$ cat src/rtl/core/brb_pkg.sv
// Shared widths and codes for the block reorder buffer.
// Used by block_reorder_buffer and its port checker; depends on nothing.
`default_nettype none

package brb_pkg;

  localparam int OffW   = 48;
  localparam int LenW   = 21;
  localparam int TagW   = 16;
  localparam int LimitW = 5;
  localparam int StatW  = 2;
  localparam int AddrW  = 4;
  localparam int DataW  = 64;

  localparam int SlotsDefault = 16;
  localparam logic [LimitW-1:0] LimitReset = 5'd16;

  localparam logic KIND_FLUSH  = 1'b0;
  localparam logic KIND_STATUS = 1'b1;

  localparam logic [StatW-1:0] ST_OK       = 2'd0;
  localparam logic [StatW-1:0] ST_OVERFLOW = 2'd1;
  localparam logic [StatW-1:0] ST_UPSTREAM = 2'd2;

  localparam logic REG_START = 1'b0;
  localparam logic REG_LIMIT = 1'b1;

endpackage

`default_nettype wire

$ cat src/rtl/core/block_reorder_buffer.sv
// Block reorder buffer: parks out-of-order blocks in slots and flushes them in order.
// Depends on brb_pkg for widths and result codes.
//
//   channel   direction  handshake                   payload
//   in        request    in_valid_i / in_stall_o     block_offset_i .. end_of_data_i
//   out       result     out_valid_o / out_stall_i   kind_o .. last_o
//   cfg       APB write  psel/penable/pwrite/pready  start_offset at 0, slot_limit at 8
//
// A request that stores nothing goes straight to its status result; otherwise the scan makes passes
// over the first cnt = min(slot_limit, SLOTS) slots, each used slot takes a memory read before its
// compare, and each pass ends with a step that decides on another pass.
// Reset leaves all slots free, the expected offset at zero and slot_limit at 16.
// Requests are taken one at a time; a stalled result holds the scan at the matching slot.
// The next request is taken while the previous status result still waits in the output.
`default_nettype none

module block_reorder_buffer #(
  parameter int SLOTS = brb_pkg::SlotsDefault
) (
  input  wire                            clk_i,
  input  wire                            rst_ni,
  input  wire                            in_valid_i,
  output logic                           in_stall_o,
  input  wire  [brb_pkg::OffW-1:0]       block_offset_i,
  input  wire  [brb_pkg::LenW-1:0]       block_length_i,
  input  wire  [brb_pkg::TagW-1:0]       payload_tag_i,
  input  wire                            upstream_error_i,
  input  wire                            end_of_data_i,
  output logic                           out_valid_o,
  input  wire                            out_stall_i,
  output logic                           kind_o,
  output logic [brb_pkg::TagW-1:0]       out_tag_o,
  output logic [brb_pkg::OffW-1:0]       out_offset_o,
  output logic [brb_pkg::LenW-1:0]       out_length_o,
  output logic [brb_pkg::StatW-1:0]      status_o,
  output logic                           transfer_done_o,
  output logic                           last_o,
  input  wire                            psel,
  input  wire                            penable,
  input  wire                            pwrite,
  input  wire  [brb_pkg::AddrW-1:0]      paddr,
  input  wire  [brb_pkg::DataW-1:0]      pwdata,
  output logic [brb_pkg::DataW-1:0]      prdata,
  output logic                           pready
);

  localparam int IdxW = (SLOTS > 1) ? $clog2(SLOTS) : 1;
  localparam int CntW = ($clog2(SLOTS + 1) > brb_pkg::LimitW) ? $clog2(SLOTS + 1)
                                                              : brb_pkg::LimitW;
  localparam int EntW = brb_pkg::OffW + brb_pkg::LenW + brb_pkg::TagW;

  typedef enum logic [3:0] {
    S_IDLE = 4'b0001,
    S_SCAN = 4'b0010,
    S_CMP  = 4'b0100,
    S_STAT = 4'b1000
  } state_e;

  state_e                      state_q, state_d;
  logic [CntW-1:0]             idx_q, idx_d;
  logic                        again_q, again_d;
  logic [SLOTS-1:0]            used_q, used_d;
  logic [brb_pkg::OffW-1:0]    exp_q, exp_d;
  logic                        done_q, done_d;
  logic [brb_pkg::StatW-1:0]   stat_q, stat_d;
  logic [brb_pkg::OffW-1:0]    start_q, start_d;
  logic [brb_pkg::LimitW-1:0]  limit_q, limit_d;
  logic                        out_valid_q, out_valid_d;

  logic [EntW-1:0]             mem [SLOTS];
  logic [EntW-1:0]             rd_q;
  logic [brb_pkg::OffW-1:0]    rd_off;
  logic [brb_pkg::LenW-1:0]    rd_len;
  logic [brb_pkg::TagW-1:0]    rd_tag;

  logic [CntW-1:0]             lim_ext;
  logic [CntW-1:0]             cnt;
  logic                        free_found;
  logic [IdxW-1:0]             free_idx;
  logic                        in_acc;
  logic                        out_free;
  logic                        cfg_we;
  logic                        mem_we;
  logic                        rd_en;
  logic                        load_flush;
  logic                        load_stat;

  assign in_acc   = in_valid_i && !in_stall_o;
  assign out_free = !out_valid_q || !out_stall_i;
  assign cfg_we   = psel && penable && pwrite && pready;
  assign pready   = 1'b1;
  assign lim_ext  = CntW'(limit_q);
  assign cnt      = (lim_ext > CntW'(SLOTS)) ? CntW'(SLOTS) : lim_ext;
  assign {rd_off, rd_len, rd_tag} = rd_q;

  always_comb begin
    prdata = '0;
    if (paddr[3] == brb_pkg::REG_LIMIT) begin
      prdata = brb_pkg::DataW'(limit_q);
    end else begin
      prdata = brb_pkg::DataW'(start_q);
    end
  end

  always_comb begin
    free_found = 1'b0;
    free_idx   = '0;
    for (int i = SLOTS - 1; i >= 0; i--) begin
      if (!used_q[i] && (CntW'(i) < cnt)) begin
        free_found = 1'b1;
        free_idx   = IdxW'(i);
      end
    end
  end

  always_comb begin
    state_d     = state_q;
    idx_d       = idx_q;
    again_d     = again_q;
    used_d      = used_q;
    exp_d       = exp_q;
    done_d      = done_q;
    stat_d      = stat_q;
    start_d     = start_q;
    limit_d     = limit_q;
    out_valid_d = out_valid_q && out_stall_i;
    mem_we      = 1'b0;
    rd_en       = 1'b0;
    load_flush  = 1'b0;
    load_stat   = 1'b0;

    if (cfg_we) begin
      if (paddr[3] == brb_pkg::REG_LIMIT) begin
        limit_d = pwdata[brb_pkg::LimitW-1:0];
      end else begin
        start_d = pwdata[brb_pkg::OffW-1:0];
        exp_d   = pwdata[brb_pkg::OffW-1:0];
      end
    end

    case (state_q)
      S_IDLE: begin
        if (in_acc) begin
          stat_d  = upstream_error_i ? brb_pkg::ST_UPSTREAM : brb_pkg::ST_OK;
          done_d  = done_q || upstream_error_i || end_of_data_i;
          state_d = S_STAT;
          if (block_length_i != '0) begin
            if (free_found) begin
              mem_we           = 1'b1;
              used_d[free_idx] = 1'b1;
              stat_d           = brb_pkg::ST_OK;
              idx_d            = '0;
              again_d          = 1'b0;
              state_d          = S_SCAN;
            end else begin
              stat_d = brb_pkg::ST_OVERFLOW;
              done_d = 1'b1;
            end
          end
        end
      end
      S_SCAN: begin
        if (idx_q == cnt) begin
          if (again_q) begin
            idx_d   = '0;
            again_d = 1'b0;
          end else begin
            state_d = S_STAT;
          end
        end else if (used_q[idx_q[IdxW-1:0]]) begin
          rd_en   = 1'b1;
          state_d = S_CMP;
        end else begin
          idx_d = idx_q + CntW'(1);
        end
      end
      S_CMP: begin
        if (rd_off == exp_q) begin
          if (out_free) begin
            load_flush                 = 1'b1;
            out_valid_d                = 1'b1;
            used_d[idx_q[IdxW-1:0]]    = 1'b0;
            exp_d                      = exp_q + brb_pkg::OffW'(rd_len);
            again_d                    = 1'b1;
            idx_d                      = idx_q + CntW'(1);
            state_d                    = S_SCAN;
          end
        end else begin
          idx_d   = idx_q + CntW'(1);
          state_d = S_SCAN;
        end
      end
      S_STAT: begin
        if (out_free) begin
          load_stat   = 1'b1;
          out_valid_d = 1'b1;
          state_d     = S_IDLE;
        end
      end
      default: begin
        state_d = S_IDLE;
      end
    endcase
  end

  always_ff @(posedge clk_i or negedge rst_ni) begin
    if (!rst_ni) begin
      state_q     <= S_IDLE;
      idx_q       <= '0;
      again_q     <= 1'b0;
      used_q      <= '0;
      exp_q       <= '0;
      done_q      <= 1'b0;
      stat_q      <= brb_pkg::ST_OK;
      start_q     <= '0;
      limit_q     <= brb_pkg::LimitReset;
      out_valid_q <= 1'b0;
    end else begin
      state_q     <= state_d;
      idx_q       <= idx_d;
      again_q     <= again_d;
      used_q      <= used_d;
      exp_q       <= exp_d;
      done_q      <= done_d;
      stat_q      <= stat_d;
      start_q     <= start_d;
      limit_q     <= limit_d;
      out_valid_q <= out_valid_d;
    end
  end

  always_ff @(posedge clk_i) begin
    if (mem_we) begin
      mem[free_idx] <= {block_offset_i, block_length_i, payload_tag_i};
    end
    if (rd_en) begin
      rd_q <= mem[idx_q[IdxW-1:0]];
    end
  end

  always_ff @(posedge clk_i) begin
    if (load_flush) begin
      kind_o          <= brb_pkg::KIND_FLUSH;
      out_tag_o       <= rd_tag;
      out_offset_o    <= rd_off;
      out_length_o    <= rd_len;
      status_o        <= brb_pkg::ST_OK;
      transfer_done_o <= done_q;
      last_o          <= 1'b0;
    end else if (load_stat) begin
      kind_o          <= brb_pkg::KIND_STATUS;
      out_tag_o       <= '0;
      out_offset_o    <= '0;
      out_length_o    <= '0;
      status_o        <= stat_q;
      transfer_done_o <= done_q;
      last_o          <= 1'b1;
    end
  end

  assign in_stall_o  = (state_q != S_IDLE);
  assign out_valid_o = out_valid_q;

endmodule

`default_nettype wire

$ cat config.mk
export PLATFORM = sky130hd
export DESIGN_NAME = block_reorder_buffer
export DESIGN_NICKNAME = d
export VERILOG_FILES = /design/src/rtl/core/brb_pkg.sv /design/src/rtl/core/block_reorder_buffer.sv
export SDC_FILE = /design/constraint.sdc
export NUM_CORES = 2
export LEC_CHECK = 0
export BUFFER_PORTS_ARGS = -buffer_cell sky130_fd_sc_hd__buf_2
export CAP_MARGIN = 20
export CELL_PAD_IN_SITES_DETAIL_PLACEMENT = 1
export CELL_PAD_IN_SITES_GLOBAL_PLACEMENT = 1
export CORE_MARGIN = 2
export CORE_UTILIZATION = 54
export DETAILED_ROUTE_END_ITERATION = 10
export GPL_TIMING_DRIVEN = 0
export HOLD_SLACK_MARGIN = 0.02
export PLACE_DENSITY_LB_ADDON = 0.1
export SYNTH_ARGS = -nofsm -noshare
export SYNTH_HDL_FRONTEND = slang
export SYNTH_SLANG_ARGS = --single-unit
$ cat constraint.sdc
create_clock -name clk_i -period 11.2 [get_ports clk_i]
set_input_delay 2.24 -clock clk_i [delete_from_list [all_inputs] [get_ports clk_i]]
set_output_delay 2.24 -clock clk_i [all_outputs]
set_load 0.03 [all_outputs]
---- Word level (Yosys, flattened, before mapping) ----
Memory sizes are Yosys's and may differ from the RTL's. A register that Yosys moved wholly into a read port is not among the register bits.
Cells that the tools add are included.
word-level totals
  output and inout port bits .............. 157
  flip-flop bits (word level) ............. 220
  memories kept ........................... 1
  word-level logic and storage cells ...... 224
  bits in writable memories ............... 1360
  bits of input ports ..................... 162
operators by class
  reduce and logical (&&, ||, !) cells .... 55
  equality and inequality tests ........... 19
  multiplexer cells ....................... 106
  bitwise gates (word level) .............. 4
  add/subtract/negate cells ............... 2
  $lt $le $gt $ge ......................... 21
memories
  name  words  width  read ports  clocked after Yosys merged registers in  wr ports  RTL line                    RTL
  mem   16     85     1           1                                        1         block_reorder_buffer.sv:70  logic [EntW-1:0] mem [SLOTS];
operator list
  cell                                                        count
  2-to-1 mux 48 bit                                           8
  2-to-1 mux 16 bit                                           7
  2-to-1 mux 4 bit                                            25
  adder 48 x 21 -> 48 bit                                     1
  equality test 48 bit                                        1
  2-to-1 mux 1 bit                                            45
  2-to-1 mux 5 bit                                            9
  2-to-1 mux 21 bit                                           2
  less-than comparator 4 x 5 -> 1 bit (first input constant)  8
  case mux 16 bit (2 select lines)                            1
  logical AND 1 bit                                           22
  nonzero test 21 bit                                         1
  less-than comparator 3 x 5 -> 1 bit (first input constant)  4
  zero test 1 bit                                             19
  bitwise AND 16 bit                                          1
  inverter 16 bit                                             1
  OR 16 bit                                                   1
  case mux 4 bit (4 select lines)                             1
  inequality test 3 bit (second input constant)               5
  case mux 5 bit (3 select lines)                             1
  inequality test 2 bit (second input constant)               7
  AND reduction 7 bit                                         2
  less-than comparator 1 x 5 -> 1 bit (first input constant)  2
  less-than comparator 2 x 5 -> 1 bit (first input constant)  2
  other kinds (22)                                            31

---- Logic depth before layout (Yosys ltp) ----
  depth after elaboration ................. 29
  gate-level depth with buffers ........... 12
  depth with buffers taken out ............ 11

---- Least setup slack after synthesis ----
OpenSTA, ideal clock, no wires.
  path kind ............................... register to register
  from .................................... register idx_q[0]
  to ...................................... register idx_q[0]
  buffers on the path ..................... 1
  period minus slack after synthesis ...... 8606 ps
  setup time .............................. 150 ps
  required time ........................... 11050 ps
  stages on the path, launching flop included .. 9
  path slack .............................. 2594 ps
  data arrival time ....................... 8457 ps
  path through ............................ dfrtp_1 buf_2 mux4_2 mux2i_1 mux2_2 nor3b_1 a31oi_1 nand4_1 o21ai_0
between the ends
  longest elaborated chain between the ends .. 4
  elaborated cells between the ends (all ways) .. 12
  classes of those cells .................. add/sub (1); eq/ne (3); mux (7); reduce/logical (1)
RTL lines
  what                                                                            RTL line                     RTL
  start: declaration                                                              block_reorder_buffer.sv:60   logic [CntW-1:0] idx_q, idx_d;
  start signal: assignment                                                        block_reorder_buffer.sv:220  idx_q <= idx_d;
  adder 5 x 1 -> 5 bit or binary-select mux 1 bit (select 4 bit) (tied branches)  -
  2-to-1 mux 5 bit (tied with other cells)                                        block_reorder_buffer.sv:179  if (out_free) begin
  2-to-1 mux 5 bit (tied with other cells)                                        block_reorder_buffer.sv:178  if (rd_off == exp_q) begin
  case mux 5 bit (3 select lines) or AND reduction 7 bit (tied branches)          -
Several ways; a longest one is shown, not always the timed one. The select of a mux whose other input is x is not followed.
A chain may end at the register's enable or synchronous reset.

---- Worst setup path after layout ----
  from .................................... input port paddr[3] (netlist bit)
  to ...................................... output port prdata[42] (netlist bit)
between the ends
  longest elaborated chain between the ends .. 1
RTL lines
  what                RTL line                    RTL
  start: declaration  block_reorder_buffer.sv:41  input wire [brb_pkg::AddrW-1:0] paddr,
  2-to-1 mux 48 bit   block_reorder_buffer.sv:98  if (paddr[3] == brb_pkg::REG_LIMIT) begin
  end: declaration    block_reorder_buffer.sv:43  output logic [brb_pkg::DataW-1:0] prdata,
Every way passes these cells.

==> summary.md <==
| Metric | Value |
|---|---|
| CTS Hold Bufs | `0` |
| Die ar. | `124400 um2` |
| CP required | `8.96 ns` |
| Register area share after synthesis | `75.11%` |
| Fin cells | `5610` |
| Switching pwr | `4.722 mW` |
| Pin count of the biggest net entering global routing | `77` |
| FF+latch count, synth | `1665` |
| Drc violations | `0` |
| TritonRoute pass-1 iters | `6` |
| Placed instance area | `71260 um2` |
| Fraction of registers with async set/reset | `7.868%` |
| Via count | `36030` |
| Num ports | `319` |
| PortBufs | `282` |
| Switching share of power | `28.39%` |
| First-pass GRT wire length | `278000 um` |
| Post-route design area | `76810 um2` |
| Synth warn | `0` |
| Pint | `11.91 mW` |
| GRT Overall Usage | `31.64%` |
| Clock buffer count from CTS | `168` |
| Pwr per Cell Area | `216.6 nW/um2` |
| Clock latency on the worst-skew pair | `0.82 ns` |
| RSZ-0062 raised after global routing | `no` |
| Reg area | `49310 um2` |
| CTS H-tree lvls | `4` |
| Synthesized instance count | `3268` |
| Critical Path AT | `3.56 ns` |
| CTS tree | `built` |
| Initial cell density of the core | `54.58%` |
| Worst-Margin Slew | `1.196 ns` |
| Min Hold Slack | `0.4619 ns` |
| Clock network power share | `32.7%` |
| Post-synth EDFFs | `1531` |
| Clock skew | `0.02088 ns` |
| Final core occ | `63.86%` |
| Sequential Power Share | `46.5%` |
| Syn_area_per_cell | `20.09 um2` |
| Grt ovf | `0` |
| Detail-routed net length per standard cell | `34.71 um` |
| Peak Freq | `0.1725 GHz` |
| Fin crit period | `5.798 ns` |
| Count leader, synth | `edfxtp_1` |
| Layout cells sized above 1 | `29.08%` |
| Status | `complete, no violations` |
| Fill count | `10110` |
| Core Area | `120300 um2` |
| Antenna viol nets, final | `0` |
| Post-CTS setup buffers | `0` |
| Area delta synth->final | `16.99%` |
| Max-Cap Viols | `0` |
| Comb power frac | `20.7%` |
| Synth cell count leaders | `edfxtp_1, mux4_2, nand2_1` |
| Hold WC Path Type | `flop to flop` |
| Root Buffer Master | `clkbuf_16` |
| Maximum VDD drop | `0.1872 mV` |
| Routability-driven placement congestion ratio | `0.9019` |
| Std-Cell Rows | `127` |
| Power Total | `16.64 mW` |
| HPWL Detailed | `132900 um` |
| Die X | `352.7 um` |
| Leak pwr | `25.86 nW` |
| CP Class | `primary input to output pin` |
| Largest cells by area after synthesis | `edfxtp_1, mux4_2, dfrtp_1` |
| Fin crit share | `51.77%` |
| Crit path max fanout | `10` |
| Final Max Slew Viols | `0` |
| Cells after DPL | `5279` |
| Initial DRC count | `4440` |
| Mapped Area | `65660 um2` |
| Initial antenna violation count | `25` |
| Max Root-Sink Buffers | `3` |
| Synth area leader | `edfxtp_1` |
| Detailed Route WL | `194700 um` |
| Vias in the first global route | `37790` |
| CP Capture Type | `output pin` |
| Worst-path clk slew | `0.06 ns` |
| Slew margin rel. | `20.29%` |
| Top FF cell, synth | `edfxtp_1` |
| Hold Fails Final Rpt | `0` |
| Yosys cell types | `81` |
| Final nets | `4040` |
| Die height | `352.7 um` |
| CTS sink cnt | `1665` |
| Footprint of the multi-input gates | `15620 um2` |
| Startpoint Class | `primary input` |
| Final setup fails | `0` |
| Post-CTS Resized | `0` |
| Post-synth top area share | `70.02%` |
| DR vias/cell | `6.423` |
==> layout by cell type, fill, tap and decap left out, types with 17 or more instances in the layout <==
cell       count
edfxtp_1    1531
mux4_2       429
buf_2        308
nand2_1      244
clkbuf_16    168
clkbuf_1     162
dfrtp_1      129
and3_1        97
o21ai_0       67
nor2_1        60
buf_12        55
xor2_1        52
nor2b_1       50
a21oi_1       45
clkinv_1      34
nor4_1        33
nand3_1       29
buf_8         29
inv_1         26
ha_1          25
clkinv_2      24
buf_4         22
buf_1         20
buf_16        18
xnor2_1       17
conb_1        17
==> stage by stage <==
stage          setup TNS (ns)  setup slack (ns)
4_1_cts                     0             5.363
6_report                    0             5.402
3_3_place_gp         -2769.32            -6.380
3_5_place_dp                0             5.364
2_1_floorplan               0             2.594
5_1_grt                     0             5.286
==> critical path, cell delays in order <==
cell and delay, ns:
buf_2 0.13, clkbuf_1 0.38, clkbuf_1 0.41, nor2b_1 0.18, buf_2 0.22
==> state kept, by name (all words and copies together) (netlist names) <==
name	flops
out_length_o	21
state_q	4
mem	1360
rd_q	85
stat_q	2
done_q	1
again_q	1
lim_ext	5
out_offset_o	48
last_o	1
used_q	16
out_valid_o	1
transfer_done_o	1
start_q	48
idx_q	5
out_tag_o	16
status_o	2
exp_q	48
==> metal layers <==
metal / up-vias / share of wire, % / track usage [%]
met4: 12 / 3.1 / 10.52
li1: 14530 / - / -
met1: 19220 / 39 / 43.54
met5: - / 0.046 / 0
met2: 1917 / 50 / 52.17
met3: 356 / 8.2 / 5.299
==> layout make-up <==
type / count / area share [%]
antenna: 9 / 0.02932
buffer: 186 / 1.075
clock inverter: 89 / 1.142
multi-input combinational: 1406 / 20.33
tap: 1612 / 2.626
inverter: 26 / 0.1271
clock buffer: 218 / 5.770
sequential: 1665 / 64.20
timing repair buffer: 399 / 4.698
==> cells by family (layout without fill, tap and decap cells) <==
family / Yosys count / in the layout / share of synthesized area, %
flip-flops: 1665 / 1665 / 75.11
AND/OR/NAND/NOR: 620 / 620 / 4.737
multiplexers: 446 / 446 / 15.00
AO/OA/AOI/OAI: 228 / 228 / 2.315
buffers and inverters: 212 / 918 / 1.404
XOR/XNOR: 69 / 69 / 0.9204
adder cells (fa/ha/maj): 26 / 26 / 0.5069
other: 2 / 26 / 0.01144
==> worst paths after layout <==
| check | from | end | slack (ns) | depth (start not counted) |
|---|---|---|---|---|
| setup / recovery | paddr[3] | prdata[42] | 5.40 | 5 |
| hold / removal | done_q | transfer_done_o | 0.46 | 0 |
| setup reg to reg | lim_ext[1] | mem[11][53] | 6.60 | 11 |
| hold reg to reg | done_q | transfer_done_o | 0.46 | 0 |
| max in group asynchronous | rst_ni | start_q[28] | 8.94 | 2 |
| min in group asynchronous | rst_ni | lim_ext[1] | 1.47 | 1 |
==> power by group through the flow <==
stage / registers (mW) / logic, mW / clock network [mW]
2_1_floorplan: 7.76 / 2.06 / 0
3_3_place_gp: 8.01 / 3.01 / 0
3_5_place_dp: 7.86 / 3.38 / 0
4_1_cts: 7.74 / 3.41 / 5.50
5_1_grt: 7.77 / 3.64 / 5.71
6_report: 7.74 / 3.45 / 5.45
No activity file was read; power rests on OpenSTA's default activity.
